File: src/rtl/spbpm_pkg.sv
package spbpm_pkg;

  // Bar count. It is a power of two, so the wrapped bar index is the low bits of the bin field.
  localparam int NUM_BARS = 32;
  localparam int BAR_W    = $clog2(NUM_BARS);

  localparam int BIN_W    = 5;
  localparam int MAG_W    = 16;
  localparam int FRAC_W   = 8;
  localparam int LVL_W    = MAG_W + FRAC_W;
  localparam int COEF_W   = 8;
  localparam int FS_W     = 16;
  localparam int PX_W     = 10;
  localparam int COLOR_W  = 16;
  localparam int PROD_W   = MAG_W + PX_W;
  localparam int FRAC_ONE = 1 << FRAC_W;

  // Quotient bits resolved in each divider stage.
  localparam int DIV_PER_STAGE = 2;
  localparam int DIV_STAGES    = PX_W / DIV_PER_STAGE;

  localparam int CFG_IDX_W  = 2;
  localparam int CFG_DATA_W = 16;

  localparam logic [COEF_W-1:0] SMOOTH_RST = 8'd179;
  localparam logic [COEF_W-1:0] DECAY_RST  = 8'd243;
  localparam logic [FS_W-1:0]   FULL_RST   = 16'd500;
  localparam logic [PX_W-1:0]   HEIGHT_RST = 10'd240;

  localparam logic [4:0] BLUE_565 = 5'(128 >> 3);

  typedef enum logic [CFG_IDX_W-1:0] {
    CFG_SMOOTH     = 2'd0,
    CFG_DECAY      = 2'd1,
    CFG_FULL_SCALE = 2'd2,
    CFG_HEIGHT     = 2'd3
  } cfg_reg_t;

  typedef struct packed {
    logic [BIN_W-1:0] bin;
    logic [MAG_W-1:0] magnitude;
  } in_item_t;

  typedef struct packed {
    logic [BIN_W-1:0]   bar_bin;
    logic [PX_W-1:0]    bar_height;
    logic [PX_W-1:0]    peak_height;
    logic [PX_W-1:0]    old_bar_height;
    logic [PX_W-1:0]    old_peak_height;
    logic               erase_bar;
    logic               erase_peak;
    logic [COLOR_W-1:0] bar_color;
  } out_item_t;

  typedef struct packed {
    logic [COEF_W-1:0] smooth_factor;
    logic [COEF_W-1:0] peak_fade;
    logic [FS_W-1:0]   full_scale;
    logic [PX_W-1:0]   screen_height;
  } cfg_t;

  // Level stage to divider: integer parts of the updated levels.
  typedef struct packed {
    logic             valid;
    logic [BAR_W-1:0] idx;
    logic [MAG_W-1:0] bar_ip;
    logic [MAG_W-1:0] peak_ip;
  } lvl_out_t;

  // Divider to pixel stage: saturated screen heights.
  typedef struct packed {
    logic             valid;
    logic [BAR_W-1:0] idx;
    logic [PX_W-1:0]  bar_px;
    logic [PX_W-1:0]  peak_px;
  } div_out_t;

  // RGB565 with red = idx*8, green = 255 - idx*8 (both mod 256), blue = 128.
  function automatic logic [COLOR_W-1:0] bar_color_of(input logic [BAR_W-1:0] idx);
    logic [7:0] red;
    logic [7:0] green;
    red   = 8'({idx, 3'b000});
    green = ~red;
    return {red[7:3], green[7:2], BLUE_565};
  endfunction

endpackage

File: src/rtl/spbpm_px.sv
module spbpm_px import spbpm_pkg::*; (
  input  logic      clk,
  input  logic      rst,
  input  logic      adv,
  input  div_out_t  din,
  output logic      res_valid,
  output out_item_t res
);

  logic [2*PX_W-1:0]   mem [NUM_BARS];
  logic [NUM_BARS-1:0] ok;

  logic               f_valid;
  logic [BAR_W-1:0]   f_idx;
  logic [PX_W-1:0]    f_bar;
  logic [PX_W-1:0]    f_peak;
  logic [2*PX_W-1:0]  rd_data;
  logic               rd_ok;

  logic               fw_valid;
  logic [BAR_W-1:0]   fw_idx;
  logic [2*PX_W-1:0]  fw_data;

  logic [PX_W-1:0] old_bar;
  logic [PX_W-1:0] old_peak;

  always_comb begin
    if (fw_valid && fw_idx == f_idx) begin
      {old_peak, old_bar} = fw_data;
    end else if (rd_ok) begin
      {old_peak, old_bar} = rd_data;
    end else begin
      old_peak = '0;
      old_bar  = '0;
    end
  end

  always_ff @(posedge clk) begin
    if (rst) begin
      f_valid  <= 1'b0;
      fw_valid <= 1'b0;
      ok       <= '0;
    end else if (adv) begin
      f_valid  <= din.valid;
      fw_valid <= f_valid;
      if (f_valid) begin
        ok[f_idx] <= 1'b1;
      end
    end
  end

  always_ff @(posedge clk) begin
    if (adv) begin
      if (din.valid) begin
        f_idx   <= din.idx;
        f_bar   <= din.bar_px;
        f_peak  <= din.peak_px;
        rd_data <= mem[din.idx];
        rd_ok   <= ok[din.idx];
      end
      if (f_valid) begin
        mem[f_idx] <= {f_peak, f_bar};
      end
      fw_idx  <= f_idx;
      fw_data <= {f_peak, f_bar};
    end
  end

  assign res_valid = f_valid;
  assign res = '{
    bar_bin:         BIN_W'(f_idx),
    bar_height:      f_bar,
    peak_height:     f_peak,
    old_bar_height:  old_bar,
    old_peak_height: old_peak,
    erase_bar:       f_bar < old_bar,
    erase_peak:      old_peak > f_peak,
    bar_color:       bar_color_of(f_idx)
  };

endmodule

File: config.mk
export PLATFORM = sky130hd
export DESIGN_NAME = spbpm_px
export DESIGN_NICKNAME = d
export VERILOG_FILES = /design/src/rtl/spbpm_pkg.sv /design/src/rtl/spbpm_px.sv
export SDC_FILE = /design/constraint.sdc
export NUM_CORES = 1
export LEC_CHECK = 0
export BUFFER_PORTS_ARGS = -buffer_cell sky130_fd_sc_hd__buf_4
export CORE_UTILIZATION = 62
export CTS_CLUSTER_SIZE = 28
export DETAILED_ROUTE_END_ITERATION = 10
export GPL_TIMING_DRIVEN = 0
export PLACE_DENSITY = 0.91
export SLEW_MARGIN = 20
export SYNTH_ARGS = -nofsm -noshare
export SYNTH_HDL_FRONTEND = slang
export SYNTH_SLANG_ARGS = --single-unit
File: constraint.sdc
create_clock -name clk -period 3.8 [get_ports clk]
set_input_delay 0.19 -clock clk [delete_from_list [all_inputs] [get_ports clk]]
set_output_delay 0.19 -clock clk [all_outputs]
set_load 0.01 [all_outputs]
==> flow_metrics.env <==
export IMPL_drt_iter0_drc=2580
export IMPL_drv_slew=0
export IMPL_grt_pass1_vias=15800
export IMPL_status="finished with violations"
export IMPL_cpPeakStageDelay_ps=470
export IMPL_die_area_sq_um=47200
export IMPL_slew_headroom_pct=13.5
export IMPL_clock_sinks=745
export IMPL_grt_max_degree=36
export IMPL_antennaDiodeCount=0
export IMPL_cp_common_cell="buf_6"
export IMPL_synthCells=1312
export IMPL_synthDominantCellAreaShare_pct=74.3
export IMPL_antenna_found_initial=1
export IMPL_placementRows=78
export IMPL_dp_cells=2021
export IMPL_via_per_inst=7.15
export IMPL_cts_buffer_depth=3
export IMPL_nFillCells=2184
export IMPL_synth_cell_types=31
export IMPL_hold_path_class="in2reg"
export IMPL_slowest_stage="edfxtp_1"
export IMPL_core_sq_um=45600
export IMPL_chipWidth_microns=217
export IMPL_track_usage_pct=33.8
export IMPL_yosysTopAreaCell="edfxtp_1"
export IMPL_synth_area_sq_um=28700
export IMPL_nNetsFinal=1598
export IMPL_ys_seq_area_share_pct=76.7
export IMPL_hpwl_microns=44800
export IMPL_vias=15800
export IMPL_crit_required_ps=3610
export IMPL_cp_top_family="compound AO/OA/AOI/OAI gates"
export IMPL_postRouteAntennaNets=0
export IMPL_ios=93
export IMPL_die_h_microns=217
export IMPL_drt_first_pass_iters=8
export IMPL_cts_tree="yes"
export IMPL_register_area_sq_um=22000
export IMPL_drv_cap=0
export IMPL_syn2layout_area_growth_pct=18.6
export IMPL_avgRoutedWirePerCell_microns=37.5
export IMPL_crit_buf_inv=5
export IMPL_io_buffers=85
export IMPL_powerDensity_nw_per_um2=506
export IMPL_drive_gt1_share_pct=34.8
export IMPL_cts_root_buf="clkbuf_16"
export IMPL_period_share_pct=103
export IMPL_initial_core_util_pct=63.0
export IMPL_cts_htree_levels=3
export IMPL_p_sw_share_pct=21.6
export IMPL_violations="negative setup slack"
export IMPL_rsz0062_at_grt="true"
export IMPL_clkSlewWorstSetupHoldPaths_ps=80
export IMPL_synth_edf_count=711
export IMPL_hold_viol=0
export IMPL_crit_fanout=8
export IMPL_synthTopCellsByArea="edfxtp_1 74%, mux4_2 16%, dfxtp_1 2.4%, nor2_1 1.3%, mux2_2 0.86%"
export IMPL_routed_wl_microns=82500
export IMPL_cts_buffers_inserted=71
export IMPL_yosysWarnings=0
export IMPL_p_sw_mw=3.72
export IMPL_tightest_slew_ps=1300
export IMPL_p_int_mw=13.5
export IMPL_setup_ws_ps=-126
export IMPL_p_leak_nw=11.0
export IMPL_drc=0
export IMPL_worstSetupPathType="reg2out"
export IMPL_setup_viol=2
export IMPL_clock_latency_ps=600
export IMPL_grt_pass1_wl_microns=110000
export IMPL_fin_skew_ps=23.8
export IMPL_synth_seq_cells=745
export IMPL_fmax_ghz=0.255
export IMPL_vdd_drop_max_mv=0.372
export IMPL_synthArstFlopShare_pct=0
export IMPL_seqPwrFrac_pct=53.3
export IMPL_finalSetupTns_ps=-129
export IMPL_avgSynthCellArea_sq_um=21.9
export IMPL_end_kind="output pin"
export IMPL_routabilityCongestion=0.899
export IMPL_startpoint_type="flip-flop"
export IMPL_grt_ovfl_total=0
export IMPL_combPwrFrac_pct=5.9
export IMPL_p_clk_share_pct=40.7
export IMPL_synthFlopType="edfxtp_1"
export IMPL_arrival_ps=3740
export IMPL_crit_chain="buf_6 > xor2_4 > nor4_4 > and3_4 > buf_12 > buf_8 > buf_6 > o21a_1 > ha_4 > nand4_1 > a31oi_4 > a211oi_4 > o31ai_2 > o21ai_1 > buf_4"
export IMPL_instances_no_fill=2202
export IMPL_multi_input_area_sq_um=6660
export IMPL_period_needed_ps=3930
## power by group through the flow
stage          logic [mW]  clock network [mW]  registers [mW]
4_1_cts             0.854                6.93            9.26
3_3_place_gp        0.708                   0            9.42
2_1_floorplan       0.466                   0            9.36
3_5_place_dp        0.792                   0            9.43
5_1_grt              1.05                7.27            9.20
6_report             1.02                7.02            9.20
## through the flow
| step | setup WS (ps) | util [%] | area, sq um | hold WS (ps) | power (mW) |
|---|---|---|---|---|---|
| final | -126 | 74.7 | 34000 | 97.4 | 17.2 |
| after global routing | -182 | 74.7 | 34000 | 81.2 | 17.5 |
| after CTS | 8.53 | 73.5 | 33500 | 63.6 | 17.0 |
| after detailed placement | -410 | 67.8 | 30900 | 369 | 10.2 |
| after global placement | -145 | 66.1 | 30100 | 368 | 10.1 |
| after floorplan | 536 | - | 28700 | 289 | 9.83 |
## worst paths after layout
check,startpoint,depth (start not counted),slack [ps],endpoint
max,f_idx[3],15,-130,res[17]
min,adv,1,100,fw_idx[0]
max reg2reg,f_idx[1],4,740,ok[3]
min reg2reg,ok[31],2,490,ok[31]
## repair_timing
item	CTS	global route
gates resized for setup	23	44
cloned	0	1
hold buffers	25	0
setup endpoints to repair	12	2
endpoints found under the hold margin	26	0
pin swaps	2	18
setup buffers	5	10
## sequential cells by signal, summed over array words and instances (netlist names), 5 cells and up
name,count
f_bar,10
f_idx,5
f_peak,10
fw_data,20
fw_idx,5
mem,640
ok,32
rd_data,20
## cell usage in the layout (no fill, tap or decap), types with 8 or more instances in the layout
master         instances
buf_16                22
buf_4                121
buf_8                 14
clkbuf_1              50
clkbuf_16             74
clkinv_1              14
clkinv_2              12
dfxtp_1               34
dlygate4sd3_1         25
edfxtp_1             711
ha_1                  14
inv_1                 17
mux2_2                22
mux4_2               210
nand2_1               42
nand3_1                8
nor2_1                70
nor2_4                32
o21a_1                10
o21ai_0               13
## synth_stat cells, drive strengths merged (2+ instances only)
library cell  instances
edfxtp              711
mux4                210
nor2                102
nand2                45
clkbuf               41
buf                  36
dfxtp                34
mux2                 22
o21ai                22
ha                   19
inv                  17
o21a                 11
nand3                 9
a21oi                 6
nand4                 6
xor2                  4
or3                   3
a21o                  2
conb                  2
nor2b                 2
## area by class of cell
type	count	area share (%)
buffer	76	1.36
clock inverter	33	0.882
multi-input combinational	477	19.6
tap	600	2.20
sequential	745	64.7
clock buffer	92	5.66
timing repair buffer	162	5.43
inverter	17	0.187
## cell families after synthesis
group | Yosys count | share of synthesized area (%)
other | 2 | 0.0262
AOI/OAI and AO/OA | 44 | 0.902
xor gates and xnor gates | 5 | 0.152
muxes | 232 | 17.3
and+or+nand+nor | 171 | 2.41
adders and majority gates | 19 | 0.828
DFF | 745 | 76.7
buffers and inverters | 94 | 1.63
## per-layer routing
layer | track usage (%) | share of wire, %
met3 | 8.39 | 12
met2 | 55.8 | 50
met4 | 17.6 | 6.3
met1 | 42.0 | 32
met5 | 0 | 0.021
No activity file was read; power rests on OpenSTA's default activity.
