--- src/rtl/spbpm_pkg.sv ---
package spbpm_pkg;

  // Bar count. It is a power of two, so the wrapped bar index is the low bits of the bin field.
  localparam int NUM_BARS = 32;
  localparam int BAR_W    = $clog2(NUM_BARS);

  localparam int BIN_W    = 5;
  localparam int MAG_W    = 16;
  localparam int FRAC_W   = 8;
  localparam int LVL_W    = MAG_W + FRAC_W;
  localparam int COEF_W   = 8;
  localparam int FS_W     = 16;
  localparam int PX_W     = 10;
  localparam int COLOR_W  = 16;
  localparam int PROD_W   = MAG_W + PX_W;
  localparam int FRAC_ONE = 1 << FRAC_W;

  // Quotient bits resolved in each divider stage.
  localparam int DIV_PER_STAGE = 2;
  localparam int DIV_STAGES    = PX_W / DIV_PER_STAGE;

  localparam int CFG_IDX_W  = 2;
  localparam int CFG_DATA_W = 16;

  localparam logic [COEF_W-1:0] SMOOTH_RST = 8'd179;
  localparam logic [COEF_W-1:0] DECAY_RST  = 8'd243;
  localparam logic [FS_W-1:0]   FULL_RST   = 16'd500;
  localparam logic [PX_W-1:0]   HEIGHT_RST = 10'd240;

  localparam logic [4:0] BLUE_565 = 5'(128 >> 3);

  typedef enum logic [CFG_IDX_W-1:0] {
    CFG_SMOOTH     = 2'd0,
    CFG_DECAY      = 2'd1,
    CFG_FULL_SCALE = 2'd2,
    CFG_HEIGHT     = 2'd3
  } cfg_reg_t;

  typedef struct packed {
    logic [BIN_W-1:0] bin;
    logic [MAG_W-1:0] magnitude;
  } in_item_t;

  typedef struct packed {
    logic [BIN_W-1:0]   bar_bin;
    logic [PX_W-1:0]    bar_height;
    logic [PX_W-1:0]    peak_height;
    logic [PX_W-1:0]    old_bar_height;
    logic [PX_W-1:0]    old_peak_height;
    logic               erase_bar;
    logic               erase_peak;
    logic [COLOR_W-1:0] bar_color;
  } out_item_t;

  typedef struct packed {
    logic [COEF_W-1:0] smooth_factor;
    logic [COEF_W-1:0] peak_fade;
    logic [FS_W-1:0]   full_scale;
    logic [PX_W-1:0]   screen_height;
  } cfg_t;

  // Level stage to divider: integer parts of the updated levels.
  typedef struct packed {
    logic             valid;
    logic [BAR_W-1:0] idx;
    logic [MAG_W-1:0] bar_ip;
    logic [MAG_W-1:0] peak_ip;
  } lvl_out_t;

  // Divider to pixel stage: saturated screen heights.
  typedef struct packed {
    logic             valid;
    logic [BAR_W-1:0] idx;
    logic [PX_W-1:0]  bar_px;
    logic [PX_W-1:0]  peak_px;
  } div_out_t;

  // RGB565 with red = idx*8, green = 255 - idx*8 (both mod 256), blue = 128.
  function automatic logic [COLOR_W-1:0] bar_color_of(input logic [BAR_W-1:0] idx);
    logic [7:0] red;
    logic [7:0] green;
    red   = 8'({idx, 3'b000});
    green = ~red;
    return {red[7:3], green[7:2], BLUE_565};
  endfunction

endpackage

--- src/rtl/spbpm_level.sv ---
module spbpm_level import spbpm_pkg::*; (
  input  logic     clk,
  input  logic     rst,
  input  logic     adv,
  input  logic     acc,
  input  in_item_t in_data,
  input  cfg_t     cfg,
  output lvl_out_t lvl_out
);

  logic [2*LVL_W-1:0] mem [NUM_BARS];
  logic [NUM_BARS-1:0] ok;

  logic [BAR_W-1:0]   in_idx;
  logic               s1_valid;
  logic [BAR_W-1:0]   s1_idx;
  logic [LVL_W-1:0]   s1_mag;
  logic [2*LVL_W-1:0] rd_data;
  logic               rd_ok;

  logic               fw_valid;
  logic [BAR_W-1:0]   fw_idx;
  logic [2*LVL_W-1:0] fw_data;

  logic [LVL_W-1:0]        bl_old;
  logic [LVL_W-1:0]        pl_old;
  logic [LVL_W-1:0]        bl_new;
  logic [LVL_W-1:0]        pl_new;
  logic [COEF_W:0]         rise_w;
  logic [LVL_W-1:0]        bar_gap;
  logic [LVL_W+COEF_W:0]   fall_prod;
  logic [LVL_W-1:0]        fall_amt;
  logic [LVL_W+COEF_W-1:0] decay_prod;

  logic             o_valid;
  logic [BAR_W-1:0] o_idx;
  logic [MAG_W-1:0] o_bar_ip;
  logic [MAG_W-1:0] o_peak_ip;

  assign in_idx = in_data.bin[BAR_W-1:0];

  always_comb begin
    // The entry written at the edge that registered this read is taken from the bypass.
    if (fw_valid && fw_idx == s1_idx) begin
      {pl_old, bl_old} = fw_data;
    end else if (rd_ok) begin
      {pl_old, bl_old} = rd_data;
    end else begin
      pl_old = '0;
      bl_old = '0;
    end
    // On a fall, (s*bl + (256-s)*m) >> 8 equals bl - ceil((256-s)*(bl-m) / 256).
    rise_w    = (COEF_W+1)'(FRAC_ONE) - (COEF_W+1)'(cfg.smooth_factor);
    bar_gap   = bl_old - s1_mag;
    fall_prod = rise_w * bar_gap;
    fall_amt  = LVL_W'((fall_prod + (LVL_W+COEF_W+1)'(FRAC_ONE - 1)) >> FRAC_W);
    bl_new    = (s1_mag > bl_old) ? s1_mag : bl_old - fall_amt;
    decay_prod = pl_old * cfg.peak_fade;
    pl_new    = (s1_mag > pl_old) ? s1_mag : decay_prod[LVL_W+FRAC_W-1:FRAC_W];
  end

  always_ff @(posedge clk) begin
    if (rst) begin
      s1_valid <= 1'b0;
      fw_valid <= 1'b0;
      o_valid  <= 1'b0;
      ok       <= '0;
    end else if (adv) begin
      s1_valid <= acc;
      fw_valid <= s1_valid;
      o_valid  <= s1_valid;
      if (s1_valid) begin
        ok[s1_idx] <= 1'b1;
      end
    end
  end

  always_ff @(posedge clk) begin
    if (adv) begin
      if (acc) begin
        s1_idx  <= in_idx;
        s1_mag  <= {in_data.magnitude, {FRAC_W{1'b0}}};
        rd_data <= mem[in_idx];
        rd_ok   <= ok[in_idx];
      end
      if (s1_valid) begin
        mem[s1_idx] <= {pl_new, bl_new};
      end
      fw_idx    <= s1_idx;
      fw_data   <= {pl_new, bl_new};
      o_idx     <= s1_idx;
      o_bar_ip  <= bl_new[LVL_W-1:FRAC_W];
      o_peak_ip <= pl_new[LVL_W-1:FRAC_W];
    end
  end

  assign lvl_out = '{valid: o_valid, idx: o_idx, bar_ip: o_bar_ip, peak_ip: o_peak_ip};

endmodule

--- config.mk ---
export PLATFORM = sky130hd
export DESIGN_NAME = spbpm_level
export DESIGN_NICKNAME = d
export VERILOG_FILES = /design/src/rtl/spbpm_pkg.sv /design/src/rtl/spbpm_level.sv
export SDC_FILE = /design/constraint.sdc
export NUM_CORES = 2
export LEC_CHECK = 0
export BUFFER_PORTS_ARGS = -buffer_cell sky130_fd_sc_hd__buf_4
export CORE_ASPECT_RATIO = 0.5
export CORE_MARGIN = 2
export CORE_UTILIZATION = 55
export CTS_BUF_LIST = sky130_fd_sc_hd__clkbuf_8 sky130_fd_sc_hd__clkbuf_16
export CTS_CLUSTER_DIAMETER = 150
export DETAILED_ROUTE_END_ITERATION = 10
export HOLD_SLACK_MARGIN = 0.05
export PLACE_DENSITY = 0.72
export SLEW_MARGIN = 20
export SYNTH_ARGS = -nofsm -noshare
export SYNTH_HDL_FRONTEND = slang
export SYNTH_SLANG_ARGS = --single-unit
--- constraint.sdc ---
create_clock -name clk -period 15.5 [get_ports clk]
set_clock_uncertainty 0.1 [all_clocks]
set_input_delay 3.1 -clock clk [delete_from_list [all_inputs] [get_ports clk]]
set_output_delay 3.1 -clock clk [all_outputs]
set_load 0.05 [all_outputs]
==> results_dict.tcl <==
set metrics [dict create \
    synth_top_area_frac 0.634 \
    arrival_ns 12.76 \
    finalWorstSetupSlack_ns 3.09 \
    antenna_found_initial 14 \
    max_freq_mhz 80.6 \
    hold_violations 0 \
    cts-root-buf "clkbuf_16" \
    vias 41700 \
    grt-ovfl-total 0 \
    crit_path_max_fanout 33 \
    synthFlopType "edfxtp_1" \
    power.density_mw_per_mm2 173 \
    yosys_warnings 0 \
    grt_pass1_vias 42300 \
    seq_area_frac_synth 0.643 \
    cts_hold_buf 0 \
    tritoncts.num_buffers 149 \
    cpMostUsedCell "fa_1" \
    htreeDepth 4 \
    firstDrtPassIters 6 \
    gp_congestion 0.878 \
    drt_iter0_drc 5547 \
    synth_edf_count 1659 \
    start_kind "input pin" \
    drc_errors 0 \
    port_buffers 78 \
    cp_data_required_time_ns 15.85 \
    die_h_um 271 \
    synth.ff_latch_count 1693 \
    fin_crit_ns 12.41 \
    dp_hpwl_um 113000 \
    drv_cap 0 \
    vdd_drop_max_v 0.000243 \
    path_class "in2reg" \
    cts_sinks 1693 \
    clock_path_buffers 3 \
    synth.avg_cell_area_um2 17.8 \
    die-area_mm2 0.146 \
    grt.total_usage 0.274 \
    reg2reg_from "s1_idx[4]$_DFFE_PP_" \
    status "complete, no violations" \
    dieWidth_um 539 \
    crit_start "cfg[34]" \
    synth_area_leader_cell "edfxtp_1" \
    final_antenna_net_count 0 \
    rows 98 \
    syn_nets 4944 \
    drive_above_1_share 0.225 \
    pre_cts_slack_ns 1.98 \
    post-synth-top-count-cell "edfxtp_1" \
    slew_violations 0 \
    num-fill-cells 9879 \
    avgRoutedWirePerCell_um 30.2 \
    postSynth.asyncResetShare 0 \
    maxSlewHeadroom 0.211 \
    core_mm2 0.142 \
    hold_path_startpoint "ok[14]$_SDFFE_PP0P_" \
    setup_viol 0 \
    rsz0062_at_grt "false" \
    grt_pass1_wl_um 288000 \
    finalSetupTns_ns 0 \
    p_leak_nw 29.9 \
    syn_to_final_growth_pct 10.4 \
    viasPerCell 6.38 \
    synthTopCellsByCount "edfxtp_1 (1,659), mux4_2 (490), nand2_1 (344)" \
    hold_class "reg2reg" \
    ys_types 73 \
    min_period_over_period 0.801 \
    clkTransAtPathRegs_ns 0.06 \
    ctsResizeCount 0 \
    synth_area_leaders "edfxtp_1 (63%), mux4_2 (14%), fa_1 (7.4%)" \
    insertion_delay_ns 0.78 \
    start_util 0.552 \
    end_kind "flip-flop" \
    postSynthCellCount 4404 \
    totalWireLength_um 197000 \
    io_pins 105 \
    post_cts_buffers 0 \
    crit_path_max_incr_delay_ns 0.89 \
    cts_tree "done" \
    worst_slew_pin_slew_ns 1.18 \
    nets 5054 \
    syn_area_mm2 0.0786 \
    cp_slowest_cell "xor2_2" \
    grt_max_degree 119 \
]
-- logic make-up (layout without fill, tap and decap cells) --
kind of cell	after synthesis	after routing	synth area share
DFF	1693	1693	0.643
and+or+nand+nor	867	867	0.0490
muxes	548	548	0.149
buffers and inverters	496	723	0.0256
adders and majority gates	473	473	0.103
AOI/OAI and AO/OA	221	221	0.0191
xor gates and xnor gates	106	106	0.0121
other	0	2	0
-- worst paths after layout --
kind	depth (start not counted)	slack, ns	end
setup / recovery	33	3.09	mem[27][23]$_DFFE_PP_
hold / removal	2	0.36	ok[14]$_SDFFE_PP0P_
setup reg to reg	41	3.27	mem[27][23]$_DFFE_PP_
hold reg to reg	2	0.36	ok[14]$_SDFFE_PP0P_
-- power breakdown --
part           internal, mW  switching, mW  total, mW
clock network          2.06           1.64       3.70
logic                  1.96           3.47       5.43
registers              5.84         0.0448       5.88
total                  9.85           5.16       15.0
-- cell type report --
type | count | area [µm²] | share of cell area
antenna | 2 | 5.00 | 0.0000577
clock buffer | 156 | 3890 | 0.0449
clock inverter | 112 | 927 | 0.0107
inverter | 285 | 1070 | 0.0123
multi-input combinational | 2215 | 26600 | 0.307
sequential | 1693 | 50500 | 0.582
tap | 1900 | 2380 | 0.0274
timing repair buffer | 170 | 1380 | 0.0159
-- critical path, delay by kind of cell --
kind,cells,cell delay [ns]
fa+ha+maj,7,3.20
compound gates,11,3.16
xor+xnor,5,1.50
simple gates,6,1.10
buf+inv,4,0.64
-- cells in the final DEF (no fill, tap or decap), drive strengths merged, types with 41 or more instances in the layout --
cell type,Yosys,final
mux4,490,490
clkbuf,124,157
mux2,51,51
buf,87,169
nand3,61,61
xnor2,65,65
clkinv,0,56
xor2,41,41
a21oi,65,65
inv,285,323
nand2,345,345
edfxtp,1659,1659
fa,290,290
nor2,260,260
o21ai,46,46
and2,87,87
ha,183,183
-- through the flow --
stage | cells | hold WS (ns) | utilization | power, mW | instance area (µm²)
3_5_place_dp | 6260 | 0.355 | 0.575 | 11.3 | 81800
6_report | 6533 | 0.364 | 0.609 | 15.0 | 86700
4_1_cts | 6528 | 0.369 | 0.608 | 15.0 | 86600
3_3_place_gp | 6260 | 0.344 | 0.574 | 11.1 | 81800
2_1_floorplan | 4404 | 0.321 | - | 9.68 | 78600
5_1_grt | 6531 | 0.391 | 0.609 | 15.7 | 86700
-- flip-flops by register name, indices dropped and copies added (netlist names) --
| signal | flops |
|---|---|
| o_idx | 5 |
| rd_data | 48 |
| s1_mag | 16 |
| fw_data | 48 |
| o_valid | 1 |
| s1_idx | 5 |
| rd_ok | 1 |
| mem | 1536 |
| ok | 32 |
| s1_valid | 1 |
-- per-layer routing --
layer	global-route usage	share of wire	vias up
met2	0.419	0.46	2489
met5	0	0	-
met4	0.0736	0.022	0
li1	-	-	17000
met1	0.402	0.40	22000
met3	0.0640	0.12	270
Note: power is estimated with default switching activity, not from simulation.
