[config.mk]
export PLATFORM = sky130hd
export DESIGN_NAME = spbpm_div
export DESIGN_NICKNAME = d
export VERILOG_FILES = /design/src/rtl/spbpm_pkg.sv /design/src/rtl/spbpm_div.sv
export SDC_FILE = /design/constraint.sdc
export NUM_CORES = 2
export LEC_CHECK = 0
export ABC_AREA = 1
export ABC_CLOCK_PERIOD_IN_PS = 7690
export BUFFER_PORTS_ARGS = -buffer_cell sky130_fd_sc_hd__buf_2
export CAP_MARGIN = 20
export CORE_MARGIN = 2
export CORE_UTILIZATION = 35
export DETAILED_ROUTE_END_ITERATION = 8
export HOLD_SLACK_MARGIN = 0.05
export PLACE_DENSITY = 0.61
export SLEW_MARGIN = 40
export SYNTH_ARGS = -nofsm -noshare
export SYNTH_HDL_FRONTEND = slang
export SYNTH_SLANG_ARGS = --single-unit
[constraint.sdc]
create_clock -name clk -period 7.69 [get_ports clk]
set_input_delay 1.1535 -clock clk [delete_from_list [all_inputs] [get_ports clk]]
set_output_delay 1.1535 -clock clk [all_outputs]
set_load 0.02 [all_outputs]
[src/rtl/spbpm_pkg.sv]
package spbpm_pkg;

  // Bar count. It is a power of two, so the wrapped bar index is the low bits of the bin field.
  localparam int NUM_BARS = 32;
  localparam int BAR_W    = $clog2(NUM_BARS);

  localparam int BIN_W    = 5;
  localparam int MAG_W    = 16;
  localparam int FRAC_W   = 8;
  localparam int LVL_W    = MAG_W + FRAC_W;
  localparam int COEF_W   = 8;
  localparam int FS_W     = 16;
  localparam int PX_W     = 10;
  localparam int COLOR_W  = 16;
  localparam int PROD_W   = MAG_W + PX_W;
  localparam int FRAC_ONE = 1 << FRAC_W;

  // Quotient bits resolved in each divider stage.
  localparam int DIV_PER_STAGE = 2;
  localparam int DIV_STAGES    = PX_W / DIV_PER_STAGE;

  localparam int CFG_IDX_W  = 2;
  localparam int CFG_DATA_W = 16;

  localparam logic [COEF_W-1:0] SMOOTH_RST = 8'd179;
  localparam logic [COEF_W-1:0] DECAY_RST  = 8'd243;
  localparam logic [FS_W-1:0]   FULL_RST   = 16'd500;
  localparam logic [PX_W-1:0]   HEIGHT_RST = 10'd240;

  localparam logic [4:0] BLUE_565 = 5'(128 >> 3);

  typedef enum logic [CFG_IDX_W-1:0] {
    CFG_SMOOTH     = 2'd0,
    CFG_DECAY      = 2'd1,
    CFG_FULL_SCALE = 2'd2,
    CFG_HEIGHT     = 2'd3
  } cfg_reg_t;

  typedef struct packed {
    logic [BIN_W-1:0] bin;
    logic [MAG_W-1:0] magnitude;
  } in_item_t;

  typedef struct packed {
    logic [BIN_W-1:0]   bar_bin;
    logic [PX_W-1:0]    bar_height;
    logic [PX_W-1:0]    peak_height;
    logic [PX_W-1:0]    old_bar_height;
    logic [PX_W-1:0]    old_peak_height;
    logic               erase_bar;
    logic               erase_peak;
    logic [COLOR_W-1:0] bar_color;
  } out_item_t;

  typedef struct packed {
    logic [COEF_W-1:0] smooth_factor;
    logic [COEF_W-1:0] peak_fade;
    logic [FS_W-1:0]   full_scale;
    logic [PX_W-1:0]   screen_height;
  } cfg_t;

  // Level stage to divider: integer parts of the updated levels.
  typedef struct packed {
    logic             valid;
    logic [BAR_W-1:0] idx;
    logic [MAG_W-1:0] bar_ip;
    logic [MAG_W-1:0] peak_ip;
  } lvl_out_t;

  // Divider to pixel stage: saturated screen heights.
  typedef struct packed {
    logic             valid;
    logic [BAR_W-1:0] idx;
    logic [PX_W-1:0]  bar_px;
    logic [PX_W-1:0]  peak_px;
  } div_out_t;

  // RGB565 with red = idx*8, green = 255 - idx*8 (both mod 256), blue = 128.
  function automatic logic [COLOR_W-1:0] bar_color_of(input logic [BAR_W-1:0] idx);
    logic [7:0] red;
    logic [7:0] green;
    red   = 8'({idx, 3'b000});
    green = ~red;
    return {red[7:3], green[7:2], BLUE_565};
  endfunction

endpackage

[src/rtl/spbpm_div.sv]
module spbpm_div import spbpm_pkg::*; (
  input  logic     clk,
  input  logic     rst,
  input  logic     adv,
  input  lvl_out_t din,
  input  cfg_t     cfg,
  output div_out_t dout
);

  logic [FS_W-1:0] fs_eff;

  logic [DIV_STAGES:0] st_valid;
  logic [BAR_W-1:0]    st_idx   [DIV_STAGES+1];
  logic [PROD_W-1:0]   st_rem_b [DIV_STAGES+1];
  logic [PROD_W-1:0]   st_rem_p [DIV_STAGES+1];
  logic [PX_W-1:0]     st_q_b   [DIV_STAGES+1];
  logic [PX_W-1:0]     st_q_p   [DIV_STAGES+1];
  logic                st_sat_b [DIV_STAGES+1];
  logic                st_sat_p [DIV_STAGES+1];

  // A full scale of zero behaves as one.
  assign fs_eff = (cfg.full_scale == '0) ? FS_W'(1) : cfg.full_scale;

  always_ff @(posedge clk) begin
    if (rst) begin
      st_valid <= '0;
    end else if (adv) begin
      st_valid <= {st_valid[DIV_STAGES-1:0], din.valid};
    end
  end

  // Stage 0: ip * height. When ip >= full scale the quotient is at least the height and
  // saturates; otherwise it is below the height and fits the quotient width.
  always_ff @(posedge clk) begin
    if (adv) begin
      st_idx[0]   <= din.idx;
      st_rem_b[0] <= din.bar_ip * cfg.screen_height;
      st_rem_p[0] <= din.peak_ip * cfg.screen_height;
      st_q_b[0]   <= '0;
      st_q_p[0]   <= '0;
      st_sat_b[0] <= din.bar_ip >= fs_eff;
      st_sat_p[0] <= din.peak_ip >= fs_eff;
    end
  end

  for (genvar j = 0; j < DIV_STAGES; j++) begin : g_stage
    logic [PROD_W-1:0] rb;
    logic [PROD_W-1:0] rp;
    logic [PX_W-1:0]   qb;
    logic [PX_W-1:0]   qp;

    // Restoring division, most significant quotient bit first.
    always_comb begin
      rb = st_rem_b[j];
      rp = st_rem_p[j];
      qb = st_q_b[j];
      qp = st_q_p[j];
      for (int k = 0; k < DIV_PER_STAGE; k++) begin
        if (rb >= (PROD_W'(fs_eff) << (PX_W - 1 - j * DIV_PER_STAGE - k))) begin
          rb = rb - (PROD_W'(fs_eff) << (PX_W - 1 - j * DIV_PER_STAGE - k));
          qb = {qb[PX_W-2:0], 1'b1};
        end else begin
          qb = {qb[PX_W-2:0], 1'b0};
        end
        if (rp >= (PROD_W'(fs_eff) << (PX_W - 1 - j * DIV_PER_STAGE - k))) begin
          rp = rp - (PROD_W'(fs_eff) << (PX_W - 1 - j * DIV_PER_STAGE - k));
          qp = {qp[PX_W-2:0], 1'b1};
        end else begin
          qp = {qp[PX_W-2:0], 1'b0};
        end
      end
    end

    always_ff @(posedge clk) begin
      if (adv) begin
        st_idx[j+1]   <= st_idx[j];
        st_rem_b[j+1] <= rb;
        st_rem_p[j+1] <= rp;
        st_q_b[j+1]   <= qb;
        st_q_p[j+1]   <= qp;
        st_sat_b[j+1] <= st_sat_b[j];
        st_sat_p[j+1] <= st_sat_p[j];
      end
    end
  end

  assign dout = '{
    valid:   st_valid[DIV_STAGES],
    idx:     st_idx[DIV_STAGES],
    bar_px:  st_sat_b[DIV_STAGES] ? cfg.screen_height : st_q_b[DIV_STAGES],
    peak_px: st_sat_p[DIV_STAGES] ? cfg.screen_height : st_q_p[DIV_STAGES]
  };

endmodule

==> summary.txt <==
Run status
  • Status: completed

Clock tree
  • Hold Buf Count CTS: 0
  • Num Clock Sinks: 368
  • CTS Root Cell: clkbuf_16
  • Later-pin clock latency in the skew report: 0.63 ns
  • Post-CTS Resized: 0
  • Max Root-Sink Buffers: 3
  • Clock-pin slew on the worst setup and hold paths: 0.06 ns
  • H-tree depth: 2
  • Post-CTS setup buffers: 0
  • CTS Buf Count: 48
  • CTS tree: built

Synth
  • Syn Area/Cell: 7.33 um2
  • Yosys cell types: 62
  • Synth Flop Type: edfxtp_1
  • Ys Warns: 0
  • Sequential-to-total area share from yosys stat: 24.4%
  • Syn Std Cell Area: 0.0450 mm2
  • Post-synth EDFFs: 362
  • Synthesized instance count: 6140
  • Net Count, Synth: 6935
  • Post-synthesis sequential element count: 368
  • Fraction of registers with async set/reset: 0%

STA
  • Tmin final: 6.29 ns
  • Worst-Margin Slew: 0.880 ns
  • Worst clock skew: 0.0312 ns
  • Final setup viols: 0
  • Slew Limit Fails: 0
  • Slew Limit Headroom: 41.4%
  • Final Hold Viols: 0
  • Setup TNS: 0 ns
  • Final worst-path cycle share: 81.8%
  • Unrepaired setup endpoints after global routing: no
  • Fmax: 159 MHz
  • Hold slack: 0.392 ns

Floorplan
  • Row count: 131
  • Die Ht: 362 um
  • Initial Util: 35.3%
  • Chip width: 362 um
  • Ports: 109
  • Core box area: 0.128 mm2
  • Die Area: 0.131 mm2

Run
  • Max-Cap Viols: 0

Critical path
  • Crit path kind: in2reg
  • Worst endpoint data arrival time: 6.63 ns
  • Worst EP required: 8.03 ns
  • Reg2Reg Depth: 24
  • Crit. End Element: flop
  • CP Max Fanout: 24
  • CP Launch Type: input pin

Detailed routing
  • Vias: 39500
  • DR WL/cell: 15.7 um
  • Antenna viol nets, final: 0
  • Via-to-Cell Ratio: 4.99
  • Post-Route WL: 124 mm
  • DR pass1 iterations: 6
  • Drt first-iter violations: 3143
  • DRC: 0

Pwr
  • Power after layout: 24.5 mW
  • Lkg Pwr: 24.6 nW
  • PD cells: 498 mW/mm2
  • Max VDD drop: 0.215 mV

Finish
  • Non-Filler Instances: 7917
  • Layout area overhead: 9.17%
  • ANT cells: 0
  • Final Util: 38.5%
  • Share of post-route cells with drive strength above 1: 5.77%
  • Nets: 7013

Global routing
  • GR Util met2: 29.5%
  • Total track usage: 18.8%
  • Gr busiest metal: met2
  • Largest net degree at the start of global routing: 112
  • Total global routing overflow: 0
  • Vias in the first global route: 37800
  • First-pass GRT wire length: 199 mm
  • Met3 GRT Util: 2.68%
  • Initial antenna violation count: 10
  • GRT met1 Usage: 27.2%

Worst hold path
  • Hold crit path type: reg2reg
  • WHS Path Cells: 0

Placed design
  • Placed cells: 7830
  • IO buf count: 92
  • Routability congestion estimate: 0.931
  • Detailed placement HPWL: 99.2 mm
report_power, final:
group / leakage, nW / internal [mW] / switching (mW)
Combinational: 20.3 / 6.81 / 11.2
Clock: 0.742 / 1.27 / 0.935
Sequential: 3.53 / 3.79 / 0.494
Total: 24.6 / 11.9 / 12.6
synthesized netlist by cell type (all sizes together), types with 15 or more instances:
library cell	n	area, um2
xnor2	124	1090
edfxtp	362	10900
o21bai	32	244
a21oi	393	1970
nand4	106	676
nor3	35	185
fa	238	4760
a21o	19	143
buf	59	334
inv	976	3670
ha	474	5930
nand3	280	1480
o21a	15	113
nor2	400	1590
a31oi	17	106
xor2	179	1570
nor4	23	144
mux2	20	225
a21boi	23	173
o21ai	323	1640
clkbuf	78	293
nand2	1893	7210
flip-flops by register name, indices dropped and copies added, names as in the netlist:
signal and flops:
st_idx 30, st_sat_b 6, st_sat_p 6, st_q_p 30, st_q_b 30, st_rem_b 130, st_valid 6, st_rem_p 130
critical path: stages:
cell and delay (ns):
buf_2 0.11, nor4_1 0.30, a41o_1 0.58, buf_4 0.31, ha_1 0.23, inv_1 0.12, fa_1 0.48, nand3_1 0.12
nand2_1 0.10, nand3_1 0.09, nand2_1 0.12, a21oi_1 0.23, xor2_1 0.16, nand2_1 0.06, o21ai_0 0.16, inv_1 0.09
ha_1 0.37, a21oi_1 0.22, inv_1 0.07, a31oi_1 0.13, nand2_1 0.11, a21oi_1 0.23, nand2_1 0.10, nor2_2 0.12
nand3_2 0.37, inv_2 0.37, a21oi_1 0.08
metrics by stage:
| step | area [um2] | setup WS [ns] |
|---|---|---|
| 3_5_place_dp | 47500 | 0.798 |
| 2_1_floorplan | 45000 | 1.68 |
| 3_3_place_gp | 47500 | 0.855 |
| 4_1_cts | 49100 | 1.46 |
| 6_report | 49100 | 1.40 |
| 5_1_grt | 49100 | 0.858 |
routing by layer:
layer / part of all wire [%] / up-vias
met5: 0.010 / -
met4: 1.9 / 2
met3: 6.4 / 141
met2: 43 / 998
met1: 48 / 18300
li1: - / 20100
cell usage in the layout (no fill, tap or decap), types with 124 or more instances in the layout:
cell type and n:
a21oi_1 392, nand2_1 1863, ha_1 474, xnor2_1 124
inv_1 959, nor2_1 386, fa_1 238, xor2_1 179
o21ai_0 299, nand3_1 268, edfxtp_1 362
layout make-up:
class,count,area [um2]
clock inverter,33,285
timing repair buffer,165,1120
sequential,368,11000
inverter,979,3680
fill,13200,78400
multi-input combinational,4656,29700
clock buffer,54,1270
tap,1662,2080
cells by family (layout without fill, tap and decap cells):
logic type	count (synthesis)	after routing	share of synthesized area, %
mux	20	20	0.501
flops	368	368	24.4
xor+xnor	303	303	5.90
buf+inv	1116	1231	9.57
fa+ha+maj	712	712	23.8
simple gates	2776	2776	25.7
compound gates	845	845	10.2
path summary, 6_finish.rpt:
check | end | start | slack [ns]
hold / removal | st_q_b[5][9] | st_q_b[4][7] | 0.39
setup reg to reg | st_rem_p[2][25] | st_rem_p[1][19] | 2.30
setup / recovery | st_rem_p[2][25] | cfg[14] | 1.40
hold reg to reg | st_q_b[5][9] | st_q_b[4][7] | 0.39
(Power assumes the default switching activity.)
